`config.mk`:
```
export PLATFORM = sky130hd
export DESIGN_NAME = brfd_ctrl
export DESIGN_NICKNAME = d
export VERILOG_FILES = /design/src/brfd_pkg.sv /design/src/brfd_ctrl.sv
export SDC_FILE = /design/constraint.sdc
export NUM_CORES = 1
export LEC_CHECK = 0
export BUFFER_PORTS_ARGS = -buffer_cell sky130_fd_sc_hd__buf_4
export CAP_MARGIN = 20
export CORE_MARGIN = 5
export CORE_UTILIZATION = 27
export DETAILED_ROUTE_END_ITERATION = 7
export PLACE_DENSITY = 0.57
export SETUP_SLACK_MARGIN = 0.05
export SLEW_MARGIN = 0
export SYNTH_ARGS = -nofsm -noshare
export SYNTH_HDL_FRONTEND = slang
export SYNTH_SLANG_ARGS = --single-unit
```
`constraint.sdc`:
```
create_clock -name aclk -period 1.51 [get_ports aclk]
set_input_delay 0 -clock aclk [delete_from_list [all_inputs] [get_ports aclk]]
set_output_delay 0 -clock aclk [all_outputs]
set_load 0.01 [all_outputs]
```
`src/brfd_pkg.sv`:
```
`default_nettype none

package brfd_pkg;

    // ring size and derived widths
    localparam int DEPTH = 4096;
    localparam int ADDR_W = (DEPTH > 1) ? $clog2(DEPTH) : 1;
    localparam int CNT_W = $clog2(DEPTH + 1);

    // fixed field widths of the beats
    localparam int ACTION_W = 3;
    localparam int BYTE_W = 8;
    localparam int LEN_W = 13;
    localparam int OFFS_W = 12;
    localparam int STATUS_W = 2;
    localparam int LEVEL_W = 13;

    // width used when comparing counts against run lengths
    localparam int CMP_W = (CNT_W > LEN_W) ? CNT_W : LEN_W;
    // width of head plus offset before the wrap correction
    localparam int SUM_W = ((ADDR_W > OFFS_W) ? ADDR_W : OFFS_W) + 1;

    // packed beat widths
    localparam int S_TDATA_W = 48;
    localparam int S_TUSER_W = 4;
    localparam int M_TDATA_W = 40;

    // action codes
    localparam logic [ACTION_W-1:0] ACT_WRITE      = 3'd0;
    localparam logic [ACTION_W-1:0] ACT_READ       = 3'd1;
    localparam logic [ACTION_W-1:0] ACT_PEEK       = 3'd2;
    localparam logic [ACTION_W-1:0] ACT_SEARCH     = 3'd3;
    localparam logic [ACTION_W-1:0] ACT_READ_UNTIL = 3'd4;
    localparam logic [ACTION_W-1:0] ACT_CLEAR      = 3'd5;

    // status codes
    localparam logic [STATUS_W-1:0] STAT_OK        = 2'd0;
    localparam logic [STATUS_W-1:0] STAT_NO_SPACE  = 2'd1;
    localparam logic [STATUS_W-1:0] STAT_TOO_FEW   = 2'd2;
    localparam logic [STATUS_W-1:0] STAT_PEEK_OOR  = 2'd3;

    // commands from controller to datapath
    typedef struct packed {
        logic                take_item;
        logic                set_refused;
        logic                refused_val;
        logic                push;
        logic                pop;
        logic                peek;
        logic                clear;
        logic                scan_start;
        logic                scan_step;
        logic                res_load;
        logic [STATUS_W-1:0] res_status;
        logic                res_cmp;
        logic                res_capture;
        logic                res_scan;
        logic                out_load;
    } brfd_cmd_t;

    // status from datapath to controller
    typedef struct packed {
        logic [ACTION_W-1:0] action;
        logic                run_first;
        logic                refused;
        logic                wr_fits;
        logic                rd_fits;
        logic                fill_zero;
        logic                fill_full;
        logic                peek_ok;
        logic                scan_done;
        logic                out_free;
    } brfd_stat_t;

    // successor of a ring index with wrap at DEPTH
    function automatic logic [ADDR_W-1:0] ring_next(input logic [ADDR_W-1:0] idx);
        logic [ADDR_W:0] inc;
        inc = {1'b0, idx} + {{ADDR_W{1'b0}}, 1'b1};
        if (inc >= (ADDR_W+1)'(DEPTH)) begin
            return '0;
        end else begin
            return inc[ADDR_W-1:0];
        end
    endfunction

endpackage

`default_nettype wire

```
`src/brfd_ctrl.sv`:
```
`default_nettype none

module brfd_ctrl (
    input  wire logic                 aclk,
    input  wire logic                 aresetn,
    input  wire logic                 s_tvalid,
    output logic                      s_tready,
    input  wire brfd_pkg::brfd_stat_t stat,
    output brfd_pkg::brfd_cmd_t       cmd
);

    typedef enum logic [2:0] {
        ST_IDLE,
        ST_EXEC,
        ST_RDWAIT,
        ST_SEARCH,
        ST_FIN
    } state_t;

    state_t state_reg, state_next;
    logic   refused_eff;

    always_comb begin
        state_next = state_reg;
        cmd        = '0;
        refused_eff = 1'b0;
        unique case (state_reg)
            ST_IDLE: begin
                cmd.take_item = s_tvalid;
                if (s_tvalid) begin
                    state_next = ST_EXEC;
                end
            end
            ST_EXEC: begin
                cmd.res_load   = 1'b1;
                cmd.res_status = brfd_pkg::STAT_OK;
                state_next     = ST_FIN;
                case (stat.action)
                    brfd_pkg::ACT_WRITE: begin
                        cmd.set_refused = stat.run_first;
                        cmd.refused_val = !stat.wr_fits;
                        refused_eff = stat.run_first ? !stat.wr_fits : stat.refused;
                        if (refused_eff || stat.fill_full) begin
                            cmd.res_status = brfd_pkg::STAT_NO_SPACE;
                        end else begin
                            cmd.push = 1'b1;
                        end
                    end
                    brfd_pkg::ACT_READ: begin
                        cmd.set_refused = stat.run_first;
                        cmd.refused_val = !stat.rd_fits;
                        refused_eff = stat.run_first ? !stat.rd_fits : stat.refused;
                        if (refused_eff || stat.fill_zero) begin
                            cmd.res_status = brfd_pkg::STAT_TOO_FEW;
                        end else begin
                            cmd.pop    = 1'b1;
                            state_next = ST_RDWAIT;
                        end
                    end
                    brfd_pkg::ACT_PEEK: begin
                        if (stat.peek_ok) begin
                            cmd.peek   = 1'b1;
                            state_next = ST_RDWAIT;
                        end else begin
                            cmd.res_status = brfd_pkg::STAT_PEEK_OOR;
                        end
                    end
                    brfd_pkg::ACT_SEARCH: begin
                        cmd.scan_start = 1'b1;
                        state_next     = ST_SEARCH;
                    end
                    brfd_pkg::ACT_READ_UNTIL: begin
                        if (stat.fill_zero) begin
                            cmd.res_status = brfd_pkg::STAT_TOO_FEW;
                        end else begin
                            cmd.pop     = 1'b1;
                            cmd.res_cmp = 1'b1;
                            state_next  = ST_RDWAIT;
                        end
                    end
                    brfd_pkg::ACT_CLEAR: begin
                        cmd.clear = 1'b1;
                    end
                    default: begin
                    end
                endcase
            end
            ST_RDWAIT: begin
                cmd.res_capture = 1'b1;
                state_next      = ST_FIN;
            end
            ST_SEARCH: begin
                cmd.scan_step = 1'b1;
                if (stat.scan_done) begin
                    cmd.res_scan = 1'b1;
                    state_next   = ST_FIN;
                end
            end
            ST_FIN: begin
                if (stat.out_free) begin
                    cmd.out_load = 1'b1;
                    state_next   = ST_IDLE;
                end
            end
            default: begin
                state_next = ST_IDLE;
            end
        endcase
    end

    always_ff @(posedge aclk) begin
        if (!aresetn) begin
            state_reg <= ST_IDLE;
        end else begin
            state_reg <= state_next;
        end
    end

    assign s_tready = (state_reg == ST_IDLE);

endmodule

`default_nettype wire

```
==> flow_metrics.py <==
metrics = {
    "clocking": {
        "clock_path_buffers": 2,
        "clk_pin_slew_ns": 0.03,
        "clock_latency_ns": 0.23,
        "cts_tree": "yes",
        "cts.sink_count": 3,
        "numCtsBuffers": 3,
        "cts-root-buf": "clkbuf_4",
        "htreeDepth": 1,
        "cts_setup_buffers": 0,
    },
    "routing": {
        "drtIter0Drc": 8,
        "vias_per_cell": 5.21,
        "wire_per_inst_um": 12.7,
        "drc": 0,
        "antenna_left": 0,
        "vias": 573,
        "drt_first_pass_iters": 3,
        "wirelength_um": 1390,
    },
    "power_and_ir_drop": {
        "ir_drop_v": 0.000235,
        "p_per_area_nw_per_um2": 531,
        "p_total_w": 0.000382,
        "leakage_nw": 0.343,
    },
    "yosys": {
        "yosysSeqAreaShare_pct": 14.3,
        "ys_types": 31,
        "yosysWarnings": 0,
        "netlist_area_um2": 419,
        "ys_seq_elements": 3,
        "synth_cells": 58,
        "avgSynthCellArea_um2": 7.23,
        "synth_nets": 73,
    },
    "timing": {
        "finalSetupViolations": 0,
        "period_share_pct": 93.8,
        "fin_crit_ns": 1.42,
        "drv_slew": 0,
        "finalSetupTns_ns": 0,
        "slew_headroom_pct": 76.3,
        "skew_ns": 0.000191,
        "rsz0062_at_grt": "yes",
        "worst_pin_slew_ns": 0.355,
        "hold_viol": 0,
        "fmax_mhz": 706,
    },
    "grt": {
        "overflow": 0,
        "grt_pass1_vias": 538,
        "grt_pass1_wl_um": 2220,
        "antenna_found_initial": 0,
        "grt_max_degree": 9,
        "grt_usage_pct": 11.5,
    },
    "floorplan": {
        "fp.dieH_um": 49.4,
        "rows": 14,
        "coreArea_um2": 1490,
        "die_area_um2": 2440,
        "initial_core_util_pct": 28.2,
        "fp.dieW_um": 49.4,
        "pin_count": 32,
    },
    "critical_path": {
        "arrival_ns": 1.42,
        "cpMaxStageDelayCell": "dfxtp_2",
        "path_cells": "nor3b_4, buf_4, and2_1, and3_1, buf_4",
        "crit_buf_inv": 2,
        "max_stage_delay_ns": 0.35,
        "path_max_fanout": 8,
        "path_common_cell": "buf_4",
        "required_ns": 1.51,
        "setup.worst_path.start_class": "flip-flop",
        "crit_type": "reg2out",
        "crit_family": "simple AND/OR/NAND/NOR gates",
        "end_kind": "primary output",
    },
    "cells_and_area": {
        "final_nets": 110,
        "num_antenna_cells": 0,
        "largest_register_ffs": 3,
        "fill_cells": 158,
        "layout_common_cells": "buf_4 (33), nor3_1 (4), nor2_1 (4), nand2_1 (4), and2_1 (4)",
        "syn_to_final_growth_pct": 71.6,
        "drive_gt1_share_pct": 51.1,
        "final_common_cell": "buf_4",
    },
    "placement": {
        "gp_congestion": 0.827,
        "io_buffer_count": 31,
        "dpl.hpwl_um": 1160,
    },
    "job": {
        "cap_violations": 0,
    },
    "hold_path": {
        "hold_path.class": "in2reg",
    },
    "outcome": {
        "status": "finished clean",
    },
}
-- area by class of cell --
| type | instances | area (um^2) | area share [%] |
|---|---|---|---|
| sequential | 3 | 62.6 | 8.70 |
| clock buffer | 4 | 26.3 | 3.65 |
| tap | 16 | 20.0 | 2.78 |
| multi-input combinational | 49 | 338 | 47.0 |
| inverter | 4 | 15.0 | 2.09 |
| timing repair buffer | 34 | 258 | 35.8 |
-- logic make-up (layout without fill, tap and decap cells) --
family	after synthesis	count (layout)	share of synthesized area, %
and+or+nand+nor	34	34	51.0
AOI/OAI and AO/OA	14	14	26.0
buffers and inverters	6	42	6.27
DFF	3	3	14.3
muxes	1	1	2.39
-- path summary, 6_finish.rpt --
check,endpoint,slack [ns],start,cells after the start
max,cmd[10],0.09,state_reg[2],5
min,state_reg[2],0.12,stat[0],4
max reg2reg,state_reg[2],0.35,state_reg[0],5
min reg2reg,state_reg[2],0.57,state_reg[1],2
-- cells in the mapped netlist --
cell type,count,area share [%]
nor4b_1,1,2.1
inv_1,3,2.7
o22a_1,1,2.1
nand2_1,5,4.5
dfxtp_1,3,14
nor3b_2,1,3.0
clkbuf_1,1,0.89
a31oi_1,1,1.5
o311ai_1,1,2.1
o21a_1,1,1.8
a2111o_1,1,2.7
buf_4,1,1.8
a32o_1,1,2.4
mux2i_1,1,2.4
and3b_2,1,2.4
nor3b_4,1,4.5
nor2b_1,3,4.5
nor3b_1,1,1.8
nand2b_1,2,3.0
a2111oi_2,1,3.6
o21ai_0,2,2.4
and3_2,2,3.6
nor3_1,4,4.8
clkinv_1,1,0.89
o22ai_1,1,1.5
a21oi_1,3,3.6
or2_4,1,2.1
and3_1,3,4.5
o31a_2,1,2.4
nor2_1,5,4.5
and2_1,4,6.0
-- what timing repair did --
| item | 4_1_cts | 5_1_grt |
|---|---|---|
| cloned | 0 | 0 |
| hold buffers | 1 | 0 |
| hold endpoints to repair | 1 | 0 |
| resized for setup | 1 | 3 |
| pin swaps | 0 | 1 |
| endpoints found under the setup margin | 1 | 5 |
-- through the flow --
stage	worst slack (ns)	util, %	instances	instance area [um^2]	hold WS (ns)
floorplan	0.158	-	58	419	0.0295
global placement	0.315	45.4	105	676	0.232
detailed placement	0.308	45.4	105	676	0.236
CTS	0.0557	47.9	110	713	0.120
global route	0.0198	48.3	110	719	0.148
finish	0.0941	48.3	110	719	0.124
-- routing by layer --
metal / up-vias / track usage [%] / routed length, um
met3: 4 / 3.06 / 129
li1: 286 / - / -
met5: - / 0 / 0
met2: 32 / 18.5 / 607
met1: 251 / 12.9 / 625
met4: 0 / 7.86 / 31
-- worst min-delay path, delay by kind of cell --
| family | cells | cell delay (ns) |
|---|---|---|
| compound gates | 2 | 0.18 |
| simple gates | 1 | 0.04 |
| buf+inv | 1 | 0.08 |
-- power breakdown --
group | switching (W) | total (W) | internal, W
clock network | 0.0000380 | 0.000137 | 0.0000987
registers | 0.00000727 | 0.0000926 | 0.0000854
logic | 0.0000700 | 0.000153 | 0.0000828
(Power assumes the default switching activity.)
